<file path="config.mk">
export PLATFORM = sky130hd
export DESIGN_NAME = swmed_cell
export DESIGN_NICKNAME = d
export VERILOG_FILES = /design/src/swmed_pkg.sv /design/src/swmed_cell.sv
export SDC_FILE = /design/constraint.sdc
export NUM_CORES = 1
export LEC_CHECK = 0
export BUFFER_PORTS_ARGS = -buffer_cell sky130_fd_sc_hd__buf_2
export CAP_MARGIN = 40
export CELL_PAD_IN_SITES_DETAIL_PLACEMENT = 0
export CELL_PAD_IN_SITES_GLOBAL_PLACEMENT = 1
export CORE_UTILIZATION = 38
export DETAILED_ROUTE_END_ITERATION = 12
export PLACE_DENSITY = 0.87
export SYNTH_ARGS = -nofsm -noshare
export SYNTH_HDL_FRONTEND = slang
export SYNTH_SLANG_ARGS = --single-unit
</file>
<file path="constraint.sdc">
create_clock -name clk -period 6.97 [get_ports clk]
set_input_delay 1.0455 -clock clk [delete_from_list [all_inputs] [get_ports clk]]
set_output_delay 1.0455 -clock clk [all_outputs]
set_load 0.05 [all_outputs]
</file>
<file path="src/swmed_pkg.sv">
// Shared types and constants for the sliding-window median filter.
`default_nettype none

package swmed_pkg;

    // Configuration port layout
    localparam int unsigned ADDR_BITS = 3;
    localparam int unsigned CFG_BITS  = 7;

    localparam logic                REG_WINDOW_SIZE   = 1'b0;
    localparam logic [CFG_BITS-1:0] WINDOW_SIZE_RESET = 7'd3;

    // Operation broadcast to every cell of the sorted chain
    typedef enum logic [1:0] {
        OP_HOLD,
        OP_EVICT,
        OP_COMPACT,
        OP_INSERT
    } cell_op_t;

    typedef struct packed {
        cell_op_t op;
        logic     restart;
    } cell_ctrl_t;

    // Sequencer states
    typedef enum logic [1:0] {
        ST_IDLE,
        ST_COMPACT,
        ST_PICK
    } state_t;

endpackage

`default_nettype wire

</file>
<file path="src/swmed_cell.sv">
// One cell of the sorted window chain: a sample, its age and a valid flag.
`default_nettype none

module swmed_cell #(
    parameter int SAMPLE_BITS = 16,
    parameter int AGE_BITS    = 6
) (
    input  wire logic                          clk,
    input  wire logic                          rst_n,
    input  wire swmed_pkg::cell_ctrl_t         ctrl,
    input  wire logic signed [SAMPLE_BITS-1:0] sample,
    input  wire logic        [AGE_BITS-1:0]    lim,
    input  wire logic                          dn_vld,
    input  wire logic signed [SAMPLE_BITS-1:0] dn_val,
    input  wire logic        [AGE_BITS-1:0]    dn_age,
    input  wire logic                          up_vld,
    input  wire logic signed [SAMPLE_BITS-1:0] up_val,
    input  wire logic        [AGE_BITS-1:0]    up_age,
    output logic                               vld,
    output logic signed [SAMPLE_BITS-1:0]      val,
    output logic        [AGE_BITS-1:0]         age
);

    logic                          vld_reg;
    logic                          vld_next;
    logic signed [SAMPLE_BITS-1:0] val_reg;
    logic signed [SAMPLE_BITS-1:0] val_next;
    logic        [AGE_BITS-1:0]    age_reg;
    logic        [AGE_BITS-1:0]    age_next;
    logic                          gt_self;
    logic                          gt_dn;

    assign gt_self = vld_reg && (val_reg > sample);
    assign gt_dn   = dn_vld && (dn_val > sample);

    always_comb
    begin
        vld_next = vld_reg;
        val_next = val_reg;
        age_next = age_reg;
        unique case (ctrl.op)
            swmed_pkg::OP_HOLD:
            begin
                vld_next = vld_reg;
            end
            swmed_pkg::OP_EVICT:
            begin
                // drop samples that fall out of the window
                if (vld_reg && (ctrl.restart || (age_reg >= lim)))
                begin
                    vld_next = 1'b0;
                end
            end
            swmed_pkg::OP_COMPACT:
            begin
                // pull a hole upward: valid cells slide down one place
                if (!vld_reg && up_vld)
                begin
                    vld_next = 1'b1;
                    val_next = up_val;
                    age_next = up_age;
                end
                else if (vld_reg && !dn_vld)
                begin
                    vld_next = 1'b0;
                end
            end
            swmed_pkg::OP_INSERT:
            begin
                priority if (gt_dn)
                begin
                    vld_next = 1'b1;
                    val_next = dn_val;
                    age_next = dn_age + AGE_BITS'(1);
                end
                else if (gt_self || (!vld_reg && dn_vld))
                begin
                    vld_next = 1'b1;
                    val_next = sample;
                    age_next = '0;
                end
                else if (vld_reg)
                begin
                    age_next = age_reg + AGE_BITS'(1);
                end
            end
            default:
            begin
                vld_next = vld_reg;
            end
        endcase
    end

    always_ff @(posedge clk or negedge rst_n)
    begin
        if (!rst_n)
        begin
            vld_reg <= 1'b0;
        end
        else
        begin
            vld_reg <= vld_next;
        end
    end

    always_ff @(posedge clk)
    begin
        val_reg <= val_next;
        age_reg <= age_next;
    end

    assign vld = vld_reg;
    assign val = val_reg;
    assign age = age_reg;

endmodule

`default_nettype wire

</file>
== Yosys cells after proc, flatten, opt, wreduce, memory -nomap -nowiden ==
Cells that the tools add are included.

* Bits of input ports: 73
* Bits in registers: 23
* Output and inout port bits: 23

* Reduce and logical (&&, ||, !) cells: 15
* Magnitude comparators: 3
* Add/subtract/negate cells: 2
* Bitwise gates (word level): 1
* Multiplexer cells: 15
* Equality and inequality tests: 8

{| class="wikitable"
|+ Operator list
! operator !! count
|-
| $mux W16 || 3
|-
| $gt A16 B16 Y1 || 2
|-
| $pmux W16 S2 || 1
|-
| $mux W6 || 4
|-
| $add A6 B1 Y6 const B || 2
|-
| $pmux W6 S2 || 1
|-
| $ge A6 B6 Y1 || 1
|-
| $logic_and A1 B1 Y1 || 6
|-
| $ne A3 B3 Y1 const B || 2
|-
| $reduce_and A3 Y1 || 2
|-
| $mux W1 || 5
|-
| $eq A2 B2 Y1 const B || 2
|-
| $ne A2 B2 Y1 const B || 2
|-
| $ne A4 B4 Y1 const B || 1
|-
| $reduce_and A4 Y1 || 1
|-
| $pmux W1 S3 || 1
|-
| $eq A2 B1 Y1 const B || 1
|-
| $logic_not A1 Y1 || 2
|-
| $logic_not A2 Y1 || 1
|-
| $logic_or A1 B1 Y1 || 2
|-
| $reduce_bool A2 Y1 || 1
|-
| $not A1 Y1 || 1
|}

== Depth between registers and ports, before layout ==
* Depth in word-level cells: 6
* Mapped depth: 12

== Worst setup path after synthesis ==
No wires, ideal clock.

* Path kind: input to register
* Start: in sample[10]
* End: reg val_reg[0], in the netlist val[0], enable pin
* Library setup time: 373 ps
* Stages on the path: 11
* Setup slack: 3339 ps
* Data arrival time: 3258 ps
* Cell sequence: inv_1 > ha_1 > and3_1 > nand3_2 > o31ai_1 > or4_1 > buf_2 > and2_4 > buf_6 > a21boi_0 > o21a_1

* Cells in the longest elaborated chain, start to end: 5

{| class="wikitable"
|+ RTL lines
! what !! line !! text
|-
| start, declared || swmed_cell.sv:11 || <nowiki>input wire logic signed [SAMPLE_BITS-1:0] sample,</nowiki>
|-
| $gt A16 B16 Y1 || swmed_cell.sv:33 || <nowiki>assign gt_self = vld_reg && (val_reg > sample);</nowiki>
|-
| $logic_and A1 B1 Y1 || swmed_cell.sv:33 ||
|-
| $logic_or A1 B1 Y1 || swmed_cell.sv:76 || <nowiki>else if (gt_self || (!vld_reg && dn_vld))</nowiki>
|-
| $ne A3 B3 Y1 (no source line) * || -- ||
|-
| $reduce_and A3 Y1 (no source line) * || -- ||
|-
| end signal, assigned || swmed_cell.sv:108 || <nowiki>val_reg <= val_next;</nowiki>
|-
| end, declared || swmed_cell.sv:26 || <nowiki>logic signed [SAMPLE_BITS-1:0] val_reg;</nowiki>
|}

Mark *: on every way between the ends. The rest lies on a longest branch, timed or not.
A chain may end at the register's enable or synchronous reset.

== Worst setup path in the final report ==
* Start: in sample[15]
* End: reg val_reg[4], in the netlist val[4], enable pin

The elaborated chain is that of the path after synthesis.

==> metrics.cfg <==
[clock_network]
clk_path_buf_depth=2
post-cts-setup-buffers=0
cts_root_buffer=clkbuf_8
cts-htree-levels=1
cts_buffers=3
clk_latency_ps=270
cts_hold_buffers=0
cts_resized=0
cts_tree=yes
cts.sinks=23
clkSlewWorstSetupHoldPaths_ps=90

[synth]
yosysUniqueCellTypes=46
synth_top_area_cell=edfxtp_1
yosysTopAreaCellShare=0.283
seq_area_frac_synth=0.293
synthTopCellsByArea=edfxtp_1, ha_1, nand2_1
synth_ff_type=edfxtp_1
yosysWarningCount=0
synth_area_per_cell_sq_um=8.44
ys_ff_latch=23
synth_nets=390
syn_area_sq_mm=0.00234
synthArstFlopShare=0.0435
synth-edff-count=22
syn_inst=277
synth_most_common_cell=nand2_1
synth_common_cells=nand2_1, ha_1, inv_1, nor2_1, edfxtp_1

[critical_path]
path_buf_inv=2
required_ps=6880
crit_type=in2reg
crit_family=simple AND/OR/NAND/NOR gates
rrSetupSlack_ps=3710
cp_max_fo=23
cp_slowest_cell=o21a_1
cpPeakStageDelay_ps=670
endpoint_kind=flop
start_kind=input pin
crit_chain=buf_2, inv_1, ha_1, and4_4, nand3_2, o31ai_1, or4_1, and2_4, a21boi_0, o21a_1
crit_arrival_ps=3750

[detailed_routing]
drt_wl_total_mm=6.01
drtPass1Iterations=4
viasPerCell=5.17
ant_nets=0
dr_total_vias=2285
wl_per_cell_microns=13.6
drtIter0Drc=83
drc=0

[min_path]
hp-class=in2async

[power_and_ir_drop]
clkPwrFrac=0.197
p_switching_mw=0.176
power_frac_seq=0.392
internal-power_mw=0.274
p_leak_nw=1.42
swShare=0.391
vdd_drop_max_v=0.0000649
power_density_mw_per_mm2=156
total_power_mw=0.450
p_comb_frac=0.411

[timing]
setup_violations=0
worst_clock_skew_ps=2.07
setup_ws_ps=3130
hold_viol_final=0
setup_tns_ps=0
max_freq_mhz=260
slew_viol_final=0
min_period_ps=3840
tightest_slew_ps=817
slew_headroom=0.455
period_share=0.551
fin_hold_ws_ps=528
rsz0062_at_grt=no

[global_routing]
grt_pass1_wl_mm=9.78
antenna_found_initial=0
first_global_vias=2145
overflow=0
grt_util_all_layers=0.191
grt_max_degree=25

[placed_design]
post_dp_cell_area_sq_mm=0.00285
dp_hpwl_mm=4.89
place_ws_ps=2850
post-place-cells=438
portBuffers=95
gp_congestion=0.886

[finish]
fillers=608
syn_to_final_growth_pct=23.9
n_antenna_cell=0
fin_cells=442
largest_reg_flops=16
multiInputGateArea_sq_mm=0.00149
seqCellArea_sq_um=686
drive_gt1_frac=0.297
nets=481
postLayoutCellArea_sq_mm=0.00290
utilization=0.489

[floorplanning]
core_area_sq_mm=0.00592
die_w_microns=80.4
dieArea_sq_mm=0.00647
ios=96
fp-row-count=28
die_y_microns=80.4
initial_utilization=0.395

[status]
status=finished, final reports clean

[run]
cap_violations=0

power groups by stage:
| stage | Combinational [mW] | Sequential [mW] | Clock [mW] |
|---|---|---|---|
| 2_1_floorplan | 0.0944 | 0.214 | 0 |
| 3_3_place_gp | 0.182 | 0.180 | 0 |
| 3_5_place_dp | 0.185 | 0.180 | 0 |
| 4_1_cts | 0.186 | 0.177 | 0.0902 |
| 5_1_grt | 0.206 | 0.178 | 0.0926 |
| 6_report | 0.185 | 0.177 | 0.0887 |
cells in the final DEF (no fill, tap or decap), drive strengths merged, types with 9 or more instances in the layout:
master,n
nand3,9
nand2,44
nand4,10
ha,40
nor2,26
a31oi,20
edfxtp,22
inv,26
buf,96
a21oi,17
worst paths after layout:
| check | startpoint | endpoint | depth (start not counted) |
|---|---|---|---|
| min reg2reg | vld | vld | 1 |
| min | rst_n | vld | 1 |
| max in group asynchronous | rst_n | vld | 1 |
| min in group clk | vld | vld | 1 |
| max | sample[15] | val[4] | 10 |
| max reg2reg | val[13] | val[4] | 8 |
worst register-to-register path, cell delays in order, from the launching register on:
cell      delay (ps)
edfxtp_1         420
ha_1             360
nand3_1          140
nor4_1           420
o21ai_0          200
nand4_1          130
nand4_1          280
a21boi_0         260
o21a_1           670
layout make-up:
| cell class | instances | area share |
|---|---|---|
| Multi-Input combinational cell | 218 | 0.514 |
| Sequential cell | 23 | 0.237 |
| Clock buffer | 3 | 0.0143 |
| Tap cell | 75 | 0.0324 |
| Timing Repair Buffer | 96 | 0.167 |
| Inverter | 26 | 0.0337 |
| Clock inverter | 1 | 0.00173 |
cells by family (layout without fill, tap and decap cells):
group,Yosys count,count (layout),synth area share
adders and majority gates,40,40,0.214
buffers and inverters,36,126,0.0696
xor gates and xnor gates,8,8,0.0300
and+or+nand+nor,105,105,0.209
DFF,23,23,0.293
AOI/OAI and AO/OA,65,65,0.184
per-layer routing:
metal	global-route usage	routed length (microns)	vias up
met5	0	0	-
met4	0.0429	48	0
met3	0.0148	322	4
met2	0.326	2820	69
met1	0.261	2820	1028
li1	-	-	1184
(Power assumes the default switching activity.)
